--- src/rtl/b64e_pkg.sv ---
// Shared types, constants and the Base64 symbol function for the stream encoder.
// Used by every module under rtl/; no dependencies of its own.
`default_nettype none

package b64e_pkg;

    localparam logic [7:0] PAD_STD     = 8'h3D;  // '='
    localparam logic [7:0] PAD_URL     = 8'h2E;  // '.'
    localparam logic [7:0] CHAR_UPPER  = 8'h41;  // 'A'
    localparam logic [7:0] CHAR_LOWER  = 8'h61;  // 'a'
    localparam logic [7:0] CHAR_DIGIT  = 8'h30;  // '0'
    localparam logic [7:0] CHAR_PLUS   = 8'h2B;  // '+'
    localparam logic [7:0] CHAR_SLASH  = 8'h2F;  // '/'
    localparam logic [5:0] SYM_LOWER_START = 6'd26;
    localparam logic [5:0] SYM_DIGIT_START = 6'd52;
    localparam logic [5:0] SYM_PLUS        = 6'd62;

    // Position within the current three-byte group
    typedef enum logic [1:0] {
        PH0 = 2'd0,
        PH1 = 2'd1,
        PH2 = 2'd2
    } phase_t;

    typedef struct packed {
        logic [7:0] in_byte;
        logic       in_last;
    } in_item_t;

    typedef struct packed {
        logic [7:0] out_char;
        logic       out_last;
    } out_item_t;

    // One classified byte: up to four characters to emit
    typedef struct packed {
        logic [3:0][7:0] chars;
        logic [1:0]      last_idx;  // index of the final character in this entry
        logic            last;      // entry ends the encoded message
    } group_entry_t;

    function automatic logic [7:0] b64_sym(input logic [5:0] v);
        logic [7:0] v8;
        logic [7:0] res;
        v8 = {2'b00, v};
        priority if (v < SYM_LOWER_START)
            res = CHAR_UPPER + v8;
        else if (v < SYM_DIGIT_START)
            res = CHAR_LOWER + v8 - {2'b00, SYM_LOWER_START};
        else if (v < SYM_PLUS)
            res = CHAR_DIGIT + v8 - {2'b00, SYM_DIGIT_START};
        else if (v == SYM_PLUS)
            res = CHAR_PLUS;
        else
            res = CHAR_SLASH;
        return res;
    endfunction

endpackage

`default_nettype wire

--- src/rtl/base64_stream_encoder_core.sv ---
// Top level of the Base64 stream encoder: pad register, front end, entry
// queue and character back end. Depends on b64e_pkg and the b64e_* modules.
`default_nettype none

// Encodes a byte stream to Base64 ASCII (A-Z a-z 0-9 + /), one byte per input
// transaction with a flag on the final byte, one character per output
// transaction. A byte is accepted in the cycle it is offered while the entry
// queue has room, and its characters leave through a registered output stage
// at one per cycle while out_stall is low, so a sustained stream yields four
// characters per three bytes, and a final byte yields up to four characters
// (two characters plus pads). The output character rate of the back end sets
// the throughput; QUEUE_DEPTH entries absorb bursts on the input side. The pad
// character is '=' or, with the pad-select bit set, '.'; write that bit only
// while idle.
module base64_stream_encoder_core #(
    parameter int QUEUE_DEPTH = 4
) (
    input  wire                        clk,
    input  wire                        rst_n,
    input  wire                        cfg_valid,
    output logic                       cfg_ready,
    input  wire                        cfg_data,
    input  wire                        in_valid,
    output logic                       in_stall,
    input  wire b64e_pkg::in_item_t    in_data,
    output logic                       out_valid,
    input  wire                        out_stall,
    output b64e_pkg::out_item_t        out_data
);

    logic                   dot_pad_reg;
    logic                   q_full;
    logic                   q_push;
    logic                   q_pop;
    logic                   q_valid;
    b64e_pkg::group_entry_t wr_entry;
    b64e_pkg::group_entry_t rd_entry;

    assign cfg_ready = 1'b1;

    always_ff @(posedge clk or negedge rst_n)
    begin
        if (!rst_n)
            dot_pad_reg <= 1'b0;
        else if (cfg_valid && cfg_ready)
            dot_pad_reg <= cfg_data;
    end

    b64e_front u_front (
        .clk      (clk),
        .rst_n    (rst_n),
        .dot_pad  (dot_pad_reg),
        .in_valid (in_valid),
        .in_stall (in_stall),
        .in_data  (in_data),
        .q_full   (q_full),
        .q_push   (q_push),
        .q_entry  (wr_entry)
    );

    b64e_fifo #(
        .DEPTH (QUEUE_DEPTH)
    ) u_fifo (
        .clk      (clk),
        .rst_n    (rst_n),
        .push     (q_push),
        .wr_entry (wr_entry),
        .full     (q_full),
        .pop      (q_pop),
        .rd_valid (q_valid),
        .rd_entry (rd_entry)
    );

    b64e_back u_back (
        .clk       (clk),
        .rst_n     (rst_n),
        .q_valid   (q_valid),
        .q_entry   (rd_entry),
        .q_pop     (q_pop),
        .out_valid (out_valid),
        .out_stall (out_stall),
        .out_data  (out_data)
    );

endmodule

`default_nettype wire

--- src/rtl/b64e_front.sv ---
// Front end: accepts raw bytes, tracks group phase and leftover bits, and
// builds one character entry per byte. Depends on b64e_pkg.
`default_nettype none

module b64e_front (
    input  wire                      clk,
    input  wire                      rst_n,
    input  wire                      dot_pad,
    input  wire                      in_valid,
    output logic                     in_stall,
    input  wire b64e_pkg::in_item_t  in_data,
    input  wire                      q_full,
    output logic                     q_push,
    output b64e_pkg::group_entry_t   q_entry
);

    b64e_pkg::phase_t phase_reg, phase_next;
    logic [3:0]       left_reg, left_next;
    logic             accept;
    logic [7:0]       b;
    logic [7:0]       pad;

    assign in_stall = q_full;
    assign accept   = in_valid && !q_full;
    assign q_push   = accept;
    assign b        = in_data.in_byte;
    assign pad      = dot_pad ? b64e_pkg::PAD_URL : b64e_pkg::PAD_STD;

    // Next phase and leftover bits
    always_comb
    begin
        phase_next = phase_reg;
        left_next  = left_reg;
        if (accept)
        begin
            unique case (phase_reg)
                b64e_pkg::PH1:
                begin
                    if (in_data.in_last)
                    begin
                        phase_next = b64e_pkg::PH0;
                        left_next  = 4'd0;
                    end
                    else
                    begin
                        phase_next = b64e_pkg::PH2;
                        left_next  = b[3:0];
                    end
                end
                b64e_pkg::PH2:
                begin
                    phase_next = b64e_pkg::PH0;
                    left_next  = 4'd0;
                end
                default:
                begin
                    if (in_data.in_last)
                    begin
                        phase_next = b64e_pkg::PH0;
                        left_next  = 4'd0;
                    end
                    else
                    begin
                        phase_next = b64e_pkg::PH1;
                        left_next  = {2'b00, b[1:0]};
                    end
                end
            endcase
        end
    end

    // Entry contents for the byte on the input
    always_comb
    begin
        q_entry          = '0;
        q_entry.chars[1] = pad;
        q_entry.chars[2] = pad;
        q_entry.chars[3] = pad;
        unique case (phase_reg)
            b64e_pkg::PH1:
            begin
                q_entry.chars[0] = b64e_pkg::b64_sym({left_reg[1:0], b[7:4]});
                if (in_data.in_last)
                begin
                    q_entry.chars[1] = b64e_pkg::b64_sym({b[3:0], 2'b00});
                    q_entry.last_idx = 2'd2;
                    q_entry.last     = 1'b1;
                end
            end
            b64e_pkg::PH2:
            begin
                q_entry.chars[0] = b64e_pkg::b64_sym({left_reg, b[7:6]});
                q_entry.chars[1] = b64e_pkg::b64_sym(b[5:0]);
                q_entry.last_idx = 2'd1;
                q_entry.last     = in_data.in_last;
            end
            default:
            begin
                q_entry.chars[0] = b64e_pkg::b64_sym(b[7:2]);
                if (in_data.in_last)
                begin
                    q_entry.chars[1] = b64e_pkg::b64_sym({b[1:0], 4'b0000});
                    q_entry.last_idx = 2'd3;
                    q_entry.last     = 1'b1;
                end
            end
        endcase
    end

    always_ff @(posedge clk or negedge rst_n)
    begin
        if (!rst_n)
        begin
            phase_reg <= b64e_pkg::PH0;
            left_reg  <= 4'd0;
        end
        else
        begin
            phase_reg <= phase_next;
            left_reg  <= left_next;
        end
    end

endmodule

`default_nettype wire

--- src/rtl/b64e_fifo.sv ---
// Short entry queue between the byte front end and the character back end.
// Depends on b64e_pkg for the entry type.
`default_nettype none

module b64e_fifo #(
    parameter int DEPTH = 4
) (
    input  wire                     clk,
    input  wire                     rst_n,
    input  wire                     push,
    input  wire b64e_pkg::group_entry_t wr_entry,
    output logic                    full,
    input  wire                     pop,
    output logic                    rd_valid,
    output b64e_pkg::group_entry_t  rd_entry
);

    localparam int AW = (DEPTH > 1) ? $clog2(DEPTH) : 1;
    localparam int CW = $clog2(DEPTH + 1);

    b64e_pkg::group_entry_t mem_reg [DEPTH];
    logic [AW-1:0] wr_ptr_reg, wr_ptr_next;
    logic [AW-1:0] rd_ptr_reg, rd_ptr_next;
    logic [CW-1:0] count_reg, count_next;
    logic          do_push, do_pop;

    assign full     = (count_reg == CW'(DEPTH));
    assign rd_valid = (count_reg != '0);
    assign rd_entry = mem_reg[rd_ptr_reg];
    assign do_push  = push && !full;
    assign do_pop   = pop && rd_valid;

    always_comb
    begin
        wr_ptr_next = wr_ptr_reg;
        rd_ptr_next = rd_ptr_reg;
        count_next  = count_reg;
        if (do_push)
            wr_ptr_next = (wr_ptr_reg == AW'(DEPTH - 1)) ? '0 : wr_ptr_reg + 1'b1;
        if (do_pop)
            rd_ptr_next = (rd_ptr_reg == AW'(DEPTH - 1)) ? '0 : rd_ptr_reg + 1'b1;
        if (do_push && !do_pop)
            count_next = count_reg + 1'b1;
        else if (do_pop && !do_push)
            count_next = count_reg - 1'b1;
    end

    always_ff @(posedge clk)
    begin
        if (do_push)
            mem_reg[wr_ptr_reg] <= wr_entry;
    end

    always_ff @(posedge clk or negedge rst_n)
    begin
        if (!rst_n)
        begin
            wr_ptr_reg <= '0;
            rd_ptr_reg <= '0;
            count_reg  <= '0;
        end
        else
        begin
            wr_ptr_reg <= wr_ptr_next;
            rd_ptr_reg <= rd_ptr_next;
            count_reg  <= count_next;
        end
    end

    a_count_bound: assert property (@(posedge clk) disable iff (!rst_n)
        count_reg <= CW'(DEPTH))
        else $error("queue count above depth");

    a_count_up: assert property (@(posedge clk) disable iff (!rst_n)
        (do_push && !do_pop) |=> (count_reg == $past(count_reg) + 1'b1))
        else $error("queue count did not advance on push");

    a_ptrs_when_empty: assert property (@(posedge clk) disable iff (!rst_n)
        (count_reg == '0) |-> (wr_ptr_reg == rd_ptr_reg))
        else $error("empty queue with unequal pointers");

endmodule

`default_nettype wire

--- src/rtl/b64e_back.sv ---
// Back end: takes entries from the queue and emits one character per cycle
// through an output register while out_stall is low. Depends on b64e_pkg.
`default_nettype none

module b64e_back (
    input  wire                         clk,
    input  wire                         rst_n,
    input  wire                         q_valid,
    input  wire b64e_pkg::group_entry_t q_entry,
    output logic                        q_pop,
    output logic                        out_valid,
    input  wire                         out_stall,
    output b64e_pkg::out_item_t         out_data
);

    b64e_pkg::group_entry_t cur_reg;
    logic                   cur_valid_reg;
    logic [1:0]             idx_reg;
    logic                   out_valid_reg;
    b64e_pkg::out_item_t    out_data_reg;

    logic load;
    logic at_end;
    logic cur_take;

    assign at_end   = (idx_reg == cur_reg.last_idx);
    assign load     = cur_valid_reg && (!out_valid_reg || !out_stall);
    assign cur_take = q_valid && (!cur_valid_reg || (load && at_end));
    assign q_pop    = cur_take;

    assign out_valid = out_valid_reg;
    assign out_data  = out_data_reg;

    always_ff @(posedge clk)
    begin
        if (cur_take)
            cur_reg <= q_entry;
        if (load)
        begin
            out_data_reg.out_char <= cur_reg.chars[idx_reg];
            out_data_reg.out_last <= cur_reg.last && at_end;
        end
    end

    always_ff @(posedge clk or negedge rst_n)
    begin
        if (!rst_n)
        begin
            cur_valid_reg <= 1'b0;
            idx_reg       <= 2'd0;
            out_valid_reg <= 1'b0;
        end
        else
        begin
            // hold output until taken, then refill from the current entry
            if (load)
                out_valid_reg <= 1'b1;
            else if (!out_stall)
                out_valid_reg <= 1'b0;

            if (cur_take)
            begin
                cur_valid_reg <= 1'b1;
                idx_reg       <= 2'd0;
            end
            else if (load)
            begin
                if (at_end)
                begin
                    cur_valid_reg <= 1'b0;
                    idx_reg       <= 2'd0;
                end
                else
                    idx_reg <= idx_reg + 2'd1;
            end
        end
    end

endmodule

`default_nettype wire
--- config.mk ---
export PLATFORM = sky130hd
export DESIGN_NAME = base64_stream_encoder_core
export DESIGN_NICKNAME = d
export VERILOG_FILES = /design/src/rtl/b64e_pkg.sv /design/src/rtl/base64_stream_encoder_core.sv /design/src/rtl/b64e_front.sv /design/src/rtl/b64e_fifo.sv /design/src/rtl/b64e_back.sv
export SDC_FILE = /design/constraint.sdc
export NUM_CORES = 1
export LEC_CHECK = 0
export ABC_AREA = 1
export BUFFER_PORTS_ARGS = -buffer_cell sky130_fd_sc_hd__buf_4
export CAP_MARGIN = 40
export CORE_ASPECT_RATIO = 1.4
export CORE_MARGIN = 2
export CORE_UTILIZATION = 40
export DETAILED_ROUTE_END_ITERATION = 6
export MAX_ROUTING_LAYER = met4
export PLACE_DENSITY = 0.66
export SYNTH_ARGS = -nofsm -noshare
export SYNTH_HDL_FRONTEND = slang
export SYNTH_SLANG_ARGS = --single-unit
--- constraint.sdc ---
create_clock -name clk -period 5.1 [get_ports clk]
set_input_delay 0.51 -clock clk [delete_from_list [all_inputs] [get_ports clk]]
set_output_delay 0.51 -clock clk [all_outputs]
set_load 0.02 [all_outputs]
==> run_results.csv <==
group,metric,value,unit
cts,cts_buffers,17,
critical_path,crit_path_max_fanout,11,
pwr,p_per_area,552.5,mW/mm2
synthesis,syn_area_per_cell,9.038,um2
cts,htreeDepth,4,
floorplan,die_h,164.0,um
critical_path,worst-r2r-setup-slack,2.59,ns
sta,worst_pin_slew,0.8136,ns
synthesis,ys_types,42,
floorplan,die-area,0.01939,mm2
cells_and_area,largest_reg_flops,84,
sta,drv_slew,0,
critical_path,crit_type,"reg -> reg",
cts,cts_sinks,132,
synthesis,syn-cell-area,0.007312,mm2
flow_run,cap_violations,0,
placed_design,port-buffer-count,25,
cells_and_area,n_antenna_cell,0,
detailed_routing,drcViolationCount,0,
synthesis,synth_top_area_cell,"edfxtp_1",
critical_path,crit_arrival,2.65,ns
floorplan,rows,58,
sta,rsz0062_at_grt,"no",
synthesis,synth_ff_type,"edfxtp_1",
synthesis,netlist.area_leader.share,46.82,%
global_route,antenna_found_initial,0,
global_route,grt_remaining_overflow,0,
sta,hold_viol,0,
floorplan,dieWidth,118.3,um
floorplan,start_util,40.79,%
pwr,ir_worst_vdd,0.2550,mV
min_path,hold_depth,2,
floorplan,core,0.01792,mm2
cells_and_area,final_layout_size_suffix_gt1_share,11.20,%
floorplan,pin_count,27,
critical_path,ff2ff_path_depth,11,
synthesis,synth_seq_cells,132,
cts,cts_tree,"built",
detailed_routing,drtIter0Drc,414,
detailed_routing,routed-wl-met3,768,um
sta,slew_headroom,45.07,%
global_route,grt_max_degree,46,
detailed_routing,met2RoutedLength,8944,um
detailed_routing,top_layer,"met4",
cts,cts_root_buf,"clkbuf_16",
min_path,whs_endpoint,"dot_pad_reg",
pwr,power.leakage,3.291,nW
sta,fmax,398.2,MHz
placed_design,dp.cells,1046,
cts,cts_buffer_depth,2,
critical_path,worstSetupEndpointType,"register",
detailed_routing,dr.pass1.iters,5,
cells_and_area,stdcell_area,0.008327,mm2
global_route,grt_first_pass_wirelength,28820,um
synthesis,async_flop_share,13.64,%
placed_design,gp_congestion,0.9577,
synthesis,netlist_instances,809,
detailed_routing,vias,5669,
detailed_routing,routed_wl,17450,um
synthesis,synth_seq_area_share,52.98,%
critical_path,r2r_end,"u_fifo.mem_reg[0][5]",
sta,setup_viol,0,
cts,clk_latency,0.41,ns
placed_design,place_area,0.007707,mm2
cells_and_area,nNetsFinal,874,
synthesis,synth_nets,857,
cells_and_area,area_growth,13.88,%
critical_path,cp-start-kind,"register",
cells_and_area,fin_cells,1079,
detailed_routing,wl_met1,7058,um
sta,clock_skew,0.009205,ns
synthesis,ys.warnings.count,0,
detailed_routing,routedWlPerCell,16.17,um
outcome,status,"finished, final reports clean",
detailed_routing,ant_nets,0,
placed_design,post-dp-hpwl,12230,um
synthesis,synth_edf_count,114,
cts,clk_pin_slew,0.06,ns
synthesis,synthTopCellsByArea,"edfxtp_1 47%, nand2_1 7.9%, dfrtp_1 6.2%",
critical_path,r2r_start,"u_front.left_reg[0]",
critical_path,critical_path_required,5.24,ns
global_route,grt_usage,19.56,%
sta,fin_crit,2.511,ns
detailed_routing,via_per_inst,5.254,
min_path,min-delay-start,"cfg_valid",
min_path,hp-class,"in -> reg",
cts,post_cts_buffers,0,
global_route,grt_pass1_vias,5679,
sta,min_period_over_period,49.24,%
sta,tns,0,ns
## Yosys cell counts (3+ instances only)
cell type  count
o21ai_0       87
inv_1         64
edfxtp_1     114
nor2_1        89
nand2_2        4
nand4_1        6
buf_4          7
dfrtp_1       18
o211ai_1       9
nand3_1       76
xor2_1         9
clkbuf_1      15
buf_2         11
o22ai_1       25
inv_4          3
nand2_1      154
nor3_1         7
xnor2_1        5
ha_1          32
nor2_4         3
o21ai_1        7
inv_2         11
a21oi_1       29
## through the flow
step / total power, mW / setup slack, ns / utilization (%) / hold WS (ns)
after floorplan: 2.886 / 2.714 / - / 0.2144
after global placement: 3.334 / 2.369 / 42.80 / 0.4196
after detailed placement: 3.392 / 2.533 / 43.00 / 0.4163
after CTS: 4.634 / 2.606 / 46.45 / 0.2790
after global routing: 4.903 / 2.313 / 46.45 / 0.3097
final: 4.600 / 2.589 / 46.45 / 0.2964
## routing by layer
metal / global-route usage [%] / vias up
li1: - / 2809
met1: 21.62 / 2658
met2: 33.47 / 158
met3: 2.986 / 44
met4: 11.72 / 0
met5: - / -
## power breakdown
| group | switching (mW) | leakage, nW | internal (mW) |
|---|---|---|---|
| logic | 1.03 | 1.72 | 0.466 |
| registers | 0.170 | 1.28 | 1.70 |
| clock network | 0.440 | 0.290 | 0.794 |
## cells by family after synthesis
logic type / after synthesis / synth area share [%]
AOI/OAI and AO/OA: 169 / 12.92
adders and majority gates: 33 / 5.749
and+or+nand+nor: 344 / 19.92
other: 1 / 0.05129
buffers and inverters: 116 / 6.708
xor gates and xnor gates: 14 / 1.677
DFF: 132 / 52.98
## critical path: stages (launching register included)
cell and delay (ns):
dfrtp_1 0.64, ha_1 0.35, inv_2 0.08, nor2_1 0.47
inv_1 0.12, nand3_1 0.09, nand2_1 0.04, o21bai_1 0.15
nand2_1 0.08, nand2_1 0.05, nand2_1 0.05, nand2_1 0.10
## timing repair
| item | in CTS | in global routing |
|---|---|---|
| endpoints found under the hold margin | 18 | 0 |
| hold buffers | 1 | 0 |
| gates resized for setup | 0 | 0 |
| endpoints found under the setup margin | 0 | 0 |
## worst max-delay path by stage
stage / end / startpoint
after floorplan: u_fifo.count_reg[1] / out_stall
after global placement: u_fifo.count_reg[1] / out_stall
after detailed placement: u_fifo.mem_reg[3][11] / in_data[5]
after CTS: u_fifo.mem_reg[0][5] / u_front.left_reg[0]
after global routing: u_fifo.mem_reg[0][5] / u_front.left_reg[0]
final: u_fifo.mem_reg[0][5] / u_front.left_reg[0]
## final cells by class
| class | count | area, um2 |
|---|---|---|
| fill | 1705 | 9598 |
| inverter | 80 | 307.8 |
| clock inverter | 12 | 152.6 |
| clock buffer | 20 | 456.7 |
| multi-input combinational | 561 | 2958 |
| timing repair buffer | 34 | 277.8 |
| tap | 240 | 300.3 |
| sequential | 132 | 3874 |
## placed cells by master (no fill, tap or decap), drive strengths merged, types with 5 or more instances in the layout
master and n:
nand3 76, clkbuf 20, ha 32, dfrtp 18
a21oi 32, clkinv 6, edfxtp 114, nand4 6
xnor2 5, nor2 93, o22ai 25, o21ai 95
nand2 158, nor3 7, inv 80, buf 33
xor2 9, o211ai 9
No activity file was read; power rests on OpenSTA's default activity.
